### src/hw/rtl/line_steering_pid_top_assert.svh
// Assertion macros for the line steering PID block.
// Used by lsp_seq.sv; needs clk and rst_n in scope at each use.
`ifndef LINE_STEERING_PID_TOP_ASSERT_SVH
`define LINE_STEERING_PID_TOP_ASSERT_SVH

// same-cycle implication
`define LSP_CHECK(lbl, ante, cons) \
  lbl: assert property (@(posedge clk) disable iff (!rst_n) (ante) |-> (cons)) \
    else $error("lsp check failed");

// next-cycle implication
`define LSP_CHECK_NEXT(lbl, ante, cons) \
  lbl: assert property (@(posedge clk) disable iff (!rst_n) (ante) |=> (cons)) \
    else $error("lsp next-cycle check failed");

`endif

### src/hw/rtl/lsp_pkg.sv
// Package for the line steering PID block: config struct, microcode word,
// the microcode ROM and shared constants. No dependencies.
package lsp_pkg;

  localparam int CENTER_PIXEL = 64;

  // last seen side of the line
  localparam logic [1:0] DIR_LEFT   = 2'd0;
  localparam logic [1:0] DIR_MIDDLE = 2'd1;
  localparam logic [1:0] DIR_RIGHT  = 2'd2;
  localparam logic [1:0] DIR_UNDEF  = 2'd3;

  typedef enum logic [2:0] {
    REG_PROP_GAIN, REG_INTEG_GAIN, REG_DERIV_GAIN, REG_ACCUM_GAIN,
    REG_ACCUM_MAX, REG_ACCUM_MIN, REG_LOST_ANGLE, REG_TERM_ENABLE
  } reg_idx_t;

  typedef struct packed {
    logic signed [15:0] prop_gain;
    logic signed [15:0] integ_gain;
    logic signed [15:0] deriv_gain;
    logic signed [15:0] accum_gain;
    logic signed [23:0] accum_max;
    logic signed [23:0] accum_min;
    logic signed [15:0] lost_angle;
    logic [2:0]         term_enable;
  } cfg_t;

  typedef enum logic [1:0] {GSEL_P, GSEL_I, GSEL_D, GSEL_A} gain_sel_t;
  typedef enum logic [1:0] {BSEL_ERR, BSEL_INTEG, BSEL_DIFF} opb_sel_t;
  typedef enum logic [1:0] {ACC_HOLD, ACC_CLR, ACC_ADD, ACC_ADD_SHR} acc_op_t;
  typedef enum logic [1:0] {TERM_P, TERM_I, TERM_D} term_t;

  typedef logic [2:0] step_t;

  localparam step_t STEP_START = 3'd0;
  localparam step_t STEP_LOST  = 3'd5;
  localparam step_t NUM_STEPS  = 3'd6;

  typedef struct packed {
    gain_sel_t gain_sel;
    opb_sel_t  opb_sel;
    acc_op_t   acc_op;
    term_t     gate;      // enable bit that qualifies acc add and state writes
    logic      integ_wr;
    logic      prev_wr;
    logic      jmp_lost;  // jump to jmp_tgt when the line was not found
    step_t     jmp_tgt;
    logic      last;
    logic      lost_out;
  } ctl_word_t;

  typedef struct packed {
    logic      fire;
    ctl_word_t cw;
  } seq_ctl_t;

  typedef struct packed {
    logic found;
    logic out_free;
  } dp_stat_t;

  // Microcode. The multiplier result lands in prod_r one step after issue.
  function automatic ctl_word_t ucode_rom(input step_t addr);
    ctl_word_t w;
    w = '{gain_sel: GSEL_P, opb_sel: BSEL_ERR, acc_op: ACC_HOLD, gate: TERM_P,
          integ_wr: 1'b0, prev_wr: 1'b0, jmp_lost: 1'b0, jmp_tgt: STEP_START,
          last: 1'b0, lost_out: 1'b0};
    case (addr)
      3'd0: begin
        w.gain_sel = GSEL_P;  w.opb_sel = BSEL_ERR;  w.acc_op = ACC_CLR;
        w.jmp_lost = 1'b1;    w.jmp_tgt = STEP_LOST;
      end
      3'd1: begin
        w.gain_sel = GSEL_A;  w.opb_sel = BSEL_ERR;
        w.acc_op = ACC_ADD;   w.gate = TERM_P;
      end
      3'd2: begin
        w.gain_sel = GSEL_D;  w.opb_sel = BSEL_DIFF;
        w.integ_wr = 1'b1;    w.gate = TERM_I;
      end
      3'd3: begin
        w.gain_sel = GSEL_I;  w.opb_sel = BSEL_INTEG;
        w.acc_op = ACC_ADD;   w.gate = TERM_D;  w.prev_wr = 1'b1;
      end
      3'd4: begin
        w.acc_op = ACC_ADD_SHR;  w.gate = TERM_I;  w.last = 1'b1;
      end
      3'd5: begin
        w.lost_out = 1'b1;  w.last = 1'b1;
      end
      default: begin
        w.last = 1'b1;
      end
    endcase
    return w;
  endfunction

endpackage

### src/hw/rtl/lsp_if.sv
// Valid/ready channel interfaces for the line steering PID block.
// Depends on nothing.
interface lsp_in_if;
  logic       valid;
  logic       ready;
  logic       line_found;
  logic [6:0] line_position;
  logic [1:0] last_dir;

  modport source (output valid, line_found, line_position, last_dir, input ready);
  modport sink   (input valid, line_found, line_position, last_dir, output ready);
endinterface

interface lsp_out_if;
  logic               valid;
  logic               ready;
  logic signed [15:0] steer_cmd;

  modport source (output valid, steer_cmd, input ready);
  modport sink   (input valid, steer_cmd, output ready);
endinterface

### src/hw/rtl/lsp_cfg.sv
// APB-style configuration register file for the line steering PID block.
// Depends on lsp_pkg.
module lsp_cfg
  import lsp_pkg::*;
(
  input  logic        clk,
  input  logic        rst_n,
  input  logic        psel,
  input  logic        penable,
  input  logic        pwrite,
  input  logic [4:0]  paddr,
  input  logic [31:0] pwdata,
  output logic [31:0] prdata,
  output cfg_t        cfg
);

  cfg_t     cfg_r, cfg_nxt;
  reg_idx_t idx;

  assign idx = reg_idx_t'(paddr[4:2]);

  always_comb begin
    cfg_nxt = cfg_r;
    if (psel && penable && pwrite) begin
      case (idx)
        REG_PROP_GAIN:   cfg_nxt.prop_gain   = pwdata[15:0];
        REG_INTEG_GAIN:  cfg_nxt.integ_gain  = pwdata[15:0];
        REG_DERIV_GAIN:  cfg_nxt.deriv_gain  = pwdata[15:0];
        REG_ACCUM_GAIN:  cfg_nxt.accum_gain  = pwdata[15:0];
        REG_ACCUM_MAX:   cfg_nxt.accum_max   = pwdata[23:0];
        REG_ACCUM_MIN:   cfg_nxt.accum_min   = pwdata[23:0];
        REG_LOST_ANGLE:  cfg_nxt.lost_angle  = pwdata[15:0];
        REG_TERM_ENABLE: cfg_nxt.term_enable = pwdata[2:0];
        default: ;
      endcase
    end
  end

  always_ff @(posedge clk) begin
    if (!rst_n) begin
      cfg_r.prop_gain   <= 16'sd256;
      cfg_r.integ_gain  <= '0;
      cfg_r.deriv_gain  <= '0;
      cfg_r.accum_gain  <= 16'sd256;
      cfg_r.accum_max   <= 24'h7F_FFFF;
      cfg_r.accum_min   <= 24'h80_0000;
      cfg_r.lost_angle  <= '0;
      cfg_r.term_enable <= 3'd5;
    end else begin
      cfg_r <= cfg_nxt;
    end
  end

  always_comb begin
    prdata = '0;
    case (idx)
      REG_PROP_GAIN:   prdata[15:0] = cfg_r.prop_gain;
      REG_INTEG_GAIN:  prdata[15:0] = cfg_r.integ_gain;
      REG_DERIV_GAIN:  prdata[15:0] = cfg_r.deriv_gain;
      REG_ACCUM_GAIN:  prdata[15:0] = cfg_r.accum_gain;
      REG_ACCUM_MAX:   prdata[23:0] = cfg_r.accum_max;
      REG_ACCUM_MIN:   prdata[23:0] = cfg_r.accum_min;
      REG_LOST_ANGLE:  prdata[15:0] = cfg_r.lost_angle;
      REG_TERM_ENABLE: prdata[2:0]  = cfg_r.term_enable;
      default: ;
    endcase
  end

  assign cfg = cfg_r;

endmodule

### src/hw/rtl/lsp_seq.sv
// Microcode sequencer: step counter, ROM lookup and conditional jumps.
// Depends on lsp_pkg and line_steering_pid_top_assert.svh.
`include "line_steering_pid_top_assert.svh"

module lsp_seq
  import lsp_pkg::*;
(
  input  logic     clk,
  input  logic     rst_n,
  input  logic     start,
  input  dp_stat_t stat,
  output logic     busy,
  output seq_ctl_t ctl
);

  logic      busy_r, busy_nxt;
  step_t     step_r, step_nxt;
  ctl_word_t cw;
  logic      fire;

  assign cw   = ucode_rom(step_r);
  // the final step waits while the output register holds an item that out_ready does not take
  assign fire = busy_r && (!cw.last || stat.out_free);

  always_comb begin
    busy_nxt = busy_r;
    step_nxt = step_r;
    if (start) begin
      busy_nxt = 1'b1;
      step_nxt = STEP_START;
    end else if (fire) begin
      if (cw.last) begin
        busy_nxt = 1'b0;
        step_nxt = STEP_START;
      end else if (cw.jmp_lost && !stat.found) begin
        step_nxt = cw.jmp_tgt;
      end else begin
        step_nxt = step_r + 3'd1;
      end
    end
  end

  always_ff @(posedge clk) begin
    if (!rst_n) begin
      busy_r <= 1'b0;
      step_r <= STEP_START;
    end else begin
      busy_r <= busy_nxt;
      step_r <= step_nxt;
    end
  end

  assign busy     = busy_r;
  assign ctl.fire = fire;
  assign ctl.cw   = cw;

  `LSP_CHECK(a_idle_at_start, !busy_r, step_r == STEP_START)
  `LSP_CHECK(a_step_in_rom, busy_r, step_r < NUM_STEPS)
  `LSP_CHECK(a_no_start_busy, start, !busy_r)
  `LSP_CHECK_NEXT(a_start_runs, start, busy_r && step_r == STEP_START)

endmodule

### src/hw/rtl/lsp_dp.sv
// Datapath: one shared 16x24 multiplier, accumulator, integrator with clamp,
// previous error and the output register. Depends on lsp_pkg.
module lsp_dp
  import lsp_pkg::*;
(
  input  logic               clk,
  input  logic               rst_n,
  input  logic               in_fire,
  input  logic               in_found,
  input  logic [6:0]         in_pos,
  input  logic [1:0]         in_dir,
  input  cfg_t               cfg,
  input  seq_ctl_t           ctl,
  input  logic               out_ready,
  output logic               out_valid,
  output logic signed [15:0] out_cmd,
  output dp_stat_t           stat
);

  logic signed [6:0]  err_r, prev_r;
  logic               found_r;
  logic [1:0]         dir_r;
  logic signed [39:0] prod_r, prod_nxt;
  logic signed [33:0] acc_r, acc_nxt, acc_sum, term_add;
  logic signed [23:0] integ_r, integ_nxt;
  logic signed [15:0] steer_r, steer_nxt;
  logic               out_valid_r, out_valid_nxt;

  logic signed [11:0] err_wide;
  logic signed [6:0]  err_in;
  logic signed [15:0] mul_a;
  logic signed [23:0] mul_b;
  logic signed [7:0]  diff;
  logic               gate_on;
  logic signed [24:0] isum, imax, imin;
  logic signed [15:0] lost_val, acc_sat;
  ctl_word_t          cw;

  assign cw = ctl.cw;

  // error = position - center, saturated to the 7-bit range
  assign err_wide = $signed({5'b0, in_pos}) - 12'(CENTER_PIXEL);
  always_comb begin
    if (err_wide > 12'sd63)       err_in = 7'sd63;
    else if (err_wide < -12'sd64) err_in = -7'sd64;
    else                          err_in = err_wide[6:0];
  end

  assign diff = {err_r[6], err_r} - {prev_r[6], prev_r};

  always_comb begin
    case (cw.gain_sel)
      GSEL_P:  mul_a = cfg.prop_gain;
      GSEL_I:  mul_a = cfg.integ_gain;
      GSEL_D:  mul_a = cfg.deriv_gain;
      GSEL_A:  mul_a = cfg.accum_gain;
      default: mul_a = cfg.prop_gain;
    endcase
    case (cw.opb_sel)
      BSEL_ERR:   mul_b = {{17{err_r[6]}}, err_r};
      BSEL_INTEG: mul_b = integ_r;
      BSEL_DIFF:  mul_b = {{16{diff[7]}}, diff};
      default:    mul_b = integ_r;
    endcase
    case (cw.gate)
      TERM_P:  gate_on = cfg.term_enable[0];
      TERM_I:  gate_on = cfg.term_enable[1];
      TERM_D:  gate_on = cfg.term_enable[2];
      default: gate_on = 1'b0;
    endcase
  end

  assign prod_nxt = mul_a * mul_b;

  always_comb begin
    term_add = '0;
    case (cw.acc_op)
      ACC_ADD:     if (gate_on) term_add = prod_r[33:0];
      ACC_ADD_SHR: if (gate_on) term_add = {{2{prod_r[39]}}, prod_r[39:8]};
      default:     term_add = '0;
    endcase
  end

  assign acc_sum = acc_r + term_add;

  always_comb begin
    case (cw.acc_op)
      ACC_CLR:     acc_nxt = '0;
      ACC_ADD:     acc_nxt = acc_sum;
      ACC_ADD_SHR: acc_nxt = acc_sum;
      default:     acc_nxt = acc_r;
    endcase
  end

  // integrator: upper limit tested first
  assign isum = {integ_r[23], integ_r} + prod_r[24:0];
  assign imax = {cfg.accum_max[23], cfg.accum_max};
  assign imin = {cfg.accum_min[23], cfg.accum_min};
  always_comb begin
    if (isum > imax)      integ_nxt = cfg.accum_max;
    else if (isum < imin) integ_nxt = cfg.accum_min;
    else                  integ_nxt = isum[23:0];
  end

  always_comb begin
    case (dir_r)
      DIR_RIGHT:  lost_val = cfg.lost_angle;
      DIR_MIDDLE: lost_val = '0;
      default: lost_val = (cfg.lost_angle == 16'sh8000) ? 16'sh7FFF : -cfg.lost_angle;
    endcase
  end

  always_comb begin
    if (acc_sum > 34'sd32767)       acc_sat = 16'sh7FFF;
    else if (acc_sum < -34'sd32768) acc_sat = 16'sh8000;
    else                            acc_sat = acc_sum[15:0];
  end

  assign steer_nxt = cw.lost_out ? lost_val : acc_sat;

  always_comb begin
    out_valid_nxt = out_valid_r;
    if (ctl.fire && cw.last) out_valid_nxt = 1'b1;
    else if (out_ready)      out_valid_nxt = 1'b0;
  end

  always_ff @(posedge clk) begin
    if (in_fire) begin
      err_r   <= err_in;
      found_r <= in_found;
      dir_r   <= in_dir;
    end
    if (ctl.fire) begin
      prod_r <= prod_nxt;
      acc_r  <= acc_nxt;
      if (cw.last) steer_r <= steer_nxt;
    end
  end

  always_ff @(posedge clk) begin
    if (!rst_n) begin
      integ_r     <= '0;
      prev_r      <= '0;
      out_valid_r <= 1'b0;
    end else begin
      out_valid_r <= out_valid_nxt;
      if (ctl.fire && gate_on && cw.integ_wr) integ_r <= integ_nxt;
      if (ctl.fire && gate_on && cw.prev_wr)  prev_r  <= err_r;
    end
  end

  assign out_valid      = out_valid_r;
  assign out_cmd        = steer_r;
  assign stat.found     = found_r;
  assign stat.out_free  = !out_valid_r || out_ready;

endmodule

### src/hw/rtl/line_steering_pid_top.sv
// Line steering PID top level. Each accepted item runs the microcode program
// around the shared multiplier (steps 0 to 4 if the line is found, 0 and 5 if
// lost); a new item is accepted only once the sequencer is idle again.
// Reset (rst_n, synchronous) clears the sequencer, output valid, integrator,
// previous error, and loads the register reset values.
// Depends on lsp_pkg, lsp_if, lsp_cfg, lsp_seq and lsp_dp.
module line_steering_pid_top
  import lsp_pkg::*;
(
  input  logic        clk,
  input  logic        rst_n,
  lsp_in_if.sink      in_ch,
  lsp_out_if.source   out_ch,
  input  logic        psel,
  input  logic        penable,
  input  logic        pwrite,
  input  logic [4:0]  paddr,
  input  logic [31:0] pwdata,
  output logic [31:0] prdata,
  output logic        pready
);

  cfg_t     cfg;
  seq_ctl_t ctl;
  dp_stat_t stat;
  logic     busy;
  logic     in_fire;

  assign pready      = 1'b1;
  assign in_ch.ready = !busy;
  assign in_fire     = in_ch.valid && !busy;

  lsp_cfg u_cfg (
    .clk     (clk),
    .rst_n   (rst_n),
    .psel    (psel),
    .penable (penable),
    .pwrite  (pwrite),
    .paddr   (paddr),
    .pwdata  (pwdata),
    .prdata  (prdata),
    .cfg     (cfg)
  );

  lsp_seq u_seq (
    .clk   (clk),
    .rst_n (rst_n),
    .start (in_fire),
    .stat  (stat),
    .busy  (busy),
    .ctl   (ctl)
  );

  lsp_dp u_dp (
    .clk       (clk),
    .rst_n     (rst_n),
    .in_fire   (in_fire),
    .in_found  (in_ch.line_found),
    .in_pos    (in_ch.line_position),
    .in_dir    (in_ch.last_dir),
    .cfg       (cfg),
    .ctl       (ctl),
    .out_ready (out_ch.ready),
    .out_valid (out_ch.valid),
    .out_cmd   (out_ch.steer_cmd),
    .stat      (stat)
  );

endmodule

### src/flat_wrapper.sv
// flat-port wrapper written by rule: the top's interface ports become plain ports
module line_steering_pid_top_flat import lsp_pkg::*;
  (clk, rst_n, psel, penable, pwrite, paddr, pwdata, prdata, pready, in_ch_valid, in_ch_line_found, in_ch_line_position, in_ch_last_dir, in_ch_ready, out_ch_valid, out_ch_steer_cmd, out_ch_ready);
  lsp_in_if in_ch_i ();
  lsp_out_if out_ch_i ();
  input  logic clk;
  input  logic rst_n;
  input  logic psel;
  input  logic penable;
  input  logic pwrite;
  input  logic [4:0] paddr;
  input  logic [31:0] pwdata;
  output logic [31:0] prdata;
  output logic pready;
  input wire logic [$bits(in_ch_i.valid)-1:0] in_ch_valid;
  input wire logic [$bits(in_ch_i.line_found)-1:0] in_ch_line_found;
  input wire logic [$bits(in_ch_i.line_position)-1:0] in_ch_line_position;
  input wire logic [$bits(in_ch_i.last_dir)-1:0] in_ch_last_dir;
  output wire logic [$bits(in_ch_i.ready)-1:0] in_ch_ready;
  output wire logic [$bits(out_ch_i.valid)-1:0] out_ch_valid;
  output wire logic [$bits(out_ch_i.steer_cmd)-1:0] out_ch_steer_cmd;
  input wire logic [$bits(out_ch_i.ready)-1:0] out_ch_ready;
  assign in_ch_i.valid = in_ch_valid;
  assign in_ch_i.line_found = in_ch_line_found;
  assign in_ch_i.line_position = in_ch_line_position;
  assign in_ch_i.last_dir = in_ch_last_dir;
  assign in_ch_ready = in_ch_i.ready;
  assign out_ch_valid = out_ch_i.valid;
  assign out_ch_steer_cmd = out_ch_i.steer_cmd;
  assign out_ch_i.ready = out_ch_ready;
  line_steering_pid_top u_core (.clk(clk), .rst_n(rst_n), .in_ch(in_ch_i), .out_ch(out_ch_i), .psel(psel), .penable(penable), .pwrite(pwrite), .paddr(paddr), .pwdata(pwdata), .prdata(prdata), .pready(pready));
endmodule
### config.mk
export PLATFORM = sky130hd
export DESIGN_NAME = line_steering_pid_top_flat
export DESIGN_NICKNAME = d
export VERILOG_FILES = /design/src/hw/rtl/lsp_pkg.sv /design/src/hw/rtl/lsp_if.sv /design/src/hw/rtl/lsp_cfg.sv /design/src/hw/rtl/lsp_seq.sv /design/src/hw/rtl/lsp_dp.sv /design/src/hw/rtl/line_steering_pid_top.sv /design/src/flat_wrapper.sv
export VERILOG_INCLUDE_DIRS = /design/src /design/src/hw/rtl
export SDC_FILE = /design/constraint.sdc
export NUM_CORES = 2
export LEC_CHECK = 0
export ABC_CLOCK_PERIOD_IN_PS = 25300
export BUFFER_PORTS_ARGS = -buffer_cell sky130_fd_sc_hd__buf_2
export CAP_MARGIN = 20
export CORE_MARGIN = 1.5
export CORE_UTILIZATION = 50
export DETAILED_ROUTE_END_ITERATION = 6
export PLACE_DENSITY = 0.66
export SLEW_MARGIN = 40
export SYNTH_ARGS = -nofsm -noshare
export SYNTH_HDL_FRONTEND = slang
export SYNTH_SLANG_ARGS = --single-unit
### constraint.sdc
create_clock -name clk -period 25.3 [get_ports clk]
set_clock_uncertainty 0.1 [all_clocks]
set_input_delay 1.265 -clock clk [delete_from_list [all_inputs] [get_ports clk]]
set_output_delay 1.265 -clock clk [all_outputs]
set_load 0.005 [all_outputs]
==> reports/summary.md <==
The flow ran to the end, and the final reports show no timing, DRC or antenna violations. For the count of mapped cells out of synthesis, the log shows 3646. In this run the tool buffered the top-level ports with 85 buffer cells. Setup repair after global routing left no endpoint under its margin.

The number of buffers inserted for hold repair after clock tree synthesis came out at 0. The run gives 0 as the number of warning messages in the yosys log. Fraction of met1 tracks used by global routing: 41.0%. The worst setup path is launched from a flop. Setup violations remaining at the end of the flow were counted as 0.

The die covers 63800 um^2. The tools report the floorplan core area as 61600 um^2. The switching power total came out at 1240 uW. The logs give 267 for the clock sink count and 6 for the number of detailed-route iterations in the first pass.

The vias per cell works out to 5.60. TritonCTS built the clock tree. Summing all multi-input logic gate instances after layout gives 22300 um^2.

Counting cells, the worst reg-to-reg path comes to 30. The run gives 17.5% as the proportion of power drawn by the clock network. Leaving out fill and tap cells, the most frequent cell in the layout is sky130_fd_sc_hd__inv_1.

For this design the static power due to leakage is 0.0154 uW. The run gives 31 as the CTS buffer count. Once the floorplan was initialized, standard cells occupied 50.6% of the core. For the worst setup path, the data arrival time is 10.99 ns.

The number of global-route vias before repair came out at 25100. Of the total power, the share spent switching nets is 46.7%. Summed over all failing endpoints, the final setup total negative slack is 0 ns. In the final layout, the share of cells above drive strength 1 is 7.68%.

The met2 layer usage reported by global route is 45.1%. Maximum level of the CTS H-tree: 1. Summed over all nets, the half-perimeter wirelength after detailed placement is 71200 um. Derived from the worst setup path, the maximum achievable clock frequency is 92.6 MHz.

Height of the die: 253 um. The power per cell area was 78.8 nW/um^2. The total routing resource utilization after global routing is 29.1%. After synthesis, flip-flops and latches occupy 20.4% of the total area. For the worst setup path, the data required time is 25.49 ns. The cell-internal power was 1410 uW; the maximum fanout along the worst path was 24.

The final layout contains 4310 nets. The layout-stage area growth over the synthesis result was 7.99%. The number of enable flip-flop cells after synthesis came out at 100. Counting instances, the worst hold path has a depth of 2. In this run, post-CTS repair resized a total of 0 instances. The die boundary width was 253 um. Summed over all layers, the global routing overflow is 0. The tools report the number of DRC markers after the initial detailed-route iteration as 1871.

The root buffer cell chosen for the clock tree is sky130_fd_sc_hd__clkbuf_16. The tools report the placer's final routability congestion estimate as 0.939. The count of nets left with antenna violations once routing finished came out at 0. The clock passes through at most 3 buffers. In the synthesized netlist the dominant register cell turns out to be sky130_fd_sc_hd__dfxtp_1.

The tools report the max-capacitance violation count as 0. In this run, flip-flops and latches consume 21.6% of the power. The worst setup path is captured at a flop. The tools report the remaining routing DRC violations as 0. The type of the worst setup path is reg2reg. Entering global routing, the biggest net connects 101 pins. Averaged over all synthesized cells, the footprint is 8.54 um^2. Measured slew at the worst slew-check pin: 0.881 ns. The total count of hold-check failures in the final report is 0, and the flip-flop and latch count after synthesis is 267. Subtracting the final worst setup slack from the clock period gives 10.80 ns. In this run the most used layer during global routing was met2. The cell that appears most often on the critical path is sky130_fd_sc_hd__fa_1. The run gives 91 as the row count. After clock tree synthesis, the clock-pin slew on the worst setup and hold paths is 0.06 ns. Leaving out fill and tap cells, the most frequent cells in the layout are sky130_fd_sc_hd__inv_1, sky130_fd_sc_hd__nand2_1, sky130_fd_sc_hd__nor2_1. The post-CTS setup-driven buffer insertion count came out at 0. The tools report the clock latency reported for the late side of the worst-skew pair as 0.59 ns. The first-pass GRT wire length is 143000 um. Summing all flip-flop and latch instances after layout gives 6350 um^2. The logs give 0 for the final-report max-slew violation count and 91200 um for the wire length reported by the detailed router. The slowest stage of the critical path belongs to the cell sky130_fd_sc_hd__fa_1. The final critical path takes up 42.7% of the cycle. The maximum cell stage delay along the critical path came out at 0.64 ns. Cells fill 54.6% of the core in the end.

In this run the count of I/O pins placed on the die edge is 105. Counting distinct cell types in the post-synthesis netlist gives 71. The share of synthesized flip-flops with an asynchronous set or reset works out to 0%. Per report_power, the combinational group accounts for 60.9% of the total.

Global routing used 5.74% of the available met3 tracks. VDD sags by at most 0.141 mV. The run gives 31100 um^2 as the mapped cell area. The logs give 40.9% for the worst slew slack as a fraction of its limit and 5746 for the layout filler cell count. The run gives 25300 as the overall via count from detail_route.

In the final routed layout, each cell accounts on average for 20.2 um. The min-delay analysis places its worst path in the category reg2reg. Initial antenna violation count: 1.
cell families after synthesis:
| group | synth area share [%] |
|---|---|
| and+or+nand+nor | 16.2 |
| AOI/OAI and AO/OA | 14.8 |
| buffers and inverters | 8.67 |
| adders and majority gates | 33.1 |
| DFF | 20.4 |
| muxes | 4.05 |
| xor gates and xnor gates | 2.87 |
| other | 0.0241 |
worst max-delay path, delay by kind of cell, from the launching register on:
family                   cells  cell delay [ns]
buffers and inverters        6             0.98
AO/OA/AOI/OAI               10             2.27
flip-flops                   1             0.49
XOR/XNOR                     1             0.58
adder cells (fa/ha/maj)      8             4.23
AND/OR/NAND/NOR              5             1.82
final timing paths:
check	start	endpoint	slack, ns
setup / recovery	u_core.u_seq.step_r[2]	u_core.u_dp.prod_r[39]	14.50
hold / removal	u_core.u_cfg.cfg[98]	u_core.u_cfg.cfg[98]	0.38
setup reg to reg	u_core.u_seq.step_r[2]	u_core.u_dp.prod_r[39]	14.50
hold reg to reg	u_core.u_cfg.cfg[98]	u_core.u_cfg.cfg[98]	0.38
routing by layer:
metal / vias to the layer above / wire (um) / part of all wire, %
met4: 0 / 2830 / 3.1
li1: 11900 / - / -
met1: 12400 / 40300 / 44
met2: 861 / 40400 / 44
met3: 159 / 7670 / 8.4
met5: - / 0 / 0
Yosys cell counts (31+ instances only):
cell / number / area (um^2)
sky130_fd_sc_hd__nor2b_1: 67 / 419
sky130_fd_sc_hd__nand2b_1: 53 / 332
sky130_fd_sc_hd__ha_1: 218 / 2730
sky130_fd_sc_hd__o21ai_0: 124 / 621
sky130_fd_sc_hd__dfxtp_1: 167 / 3340
sky130_fd_sc_hd__xnor2_1: 64 / 561
sky130_fd_sc_hd__o211ai_1: 31 / 233
sky130_fd_sc_hd__xor2_1: 38 / 333
sky130_fd_sc_hd__a21boi_0: 106 / 796
sky130_fd_sc_hd__inv_1: 537 / 2020
sky130_fd_sc_hd__clkbuf_1: 148 / 556
sky130_fd_sc_hd__edfxtp_1: 100 / 3000
sky130_fd_sc_hd__nor2_1: 414 / 1550
sky130_fd_sc_hd__o21a_1: 39 / 293
sky130_fd_sc_hd__fa_1: 378 / 7570
sky130_fd_sc_hd__a21o_1: 60 / 450
sky130_fd_sc_hd__a21oi_1: 170 / 851
sky130_fd_sc_hd__nand2_1: 449 / 1690
sky130_fd_sc_hd__nand3_1: 44 / 220
sky130_fd_sc_hd__mux2i_1: 82 / 821
area by class of cell:
cell class	instances	area share, %
sequential	267	18.9
antenna	1	0.00744
clock buffer	45	2.77
timing repair buffer	144	2.62
inverter	538	6.01
clock inverter	12	0.335
tap	837	3.11
multi-input combinational	2678	66.3
flip-flops by register name (all words and copies together) (netlist names):
register,count
u_core.u_seq.step_r,3
u_core.u_cfg.cfg,131
u_core.u_dp.found_r,1
u_core.u_seq.busy,1
u_core.u_dp.out_cmd,16
u_core.u_dp.prod_r,40
u_core.u_dp.integ_r,24
u_core.u_dp.out_valid,1
u_core.u_dp.prev_r,7
u_core.u_dp.dir_r,2
u_core.u_dp.err_r,7
u_core.u_dp.acc_r,34
through the flow:
stage | cells | hold WS, ns | setup WS, ns | total power, uW | instance area (um^2)
2_1_floorplan | 3653 | 0.353 | 16.42 | 1700 | 31200
5_1_grt | 4521 | 0.402 | 13.86 | 2880 | 33600
3_3_place_gp | 4463 | 0.366 | 14.54 | 2160 | 32500
3_5_place_dp | 4464 | 0.375 | 14.60 | 2180 | 32600
6_report | 4522 | 0.380 | 14.50 | 2650 | 33600
4_1_cts | 4521 | 0.383 | 14.58 | 2650 | 33600
power by group through the flow:
stage | Combinational, uW | Clock [uW] | Sequential [uW]
after global placement | 1580 | 0 | 581
after floorplan | 1140 | 0 | 560
final | 1610 | 463 | 572
after CTS | 1610 | 470 | 572
after detailed placement | 1600 | 0 | 581
after global routing | 1820 | 488 | 575
No activity file was read; power rests on OpenSTA's default activity.
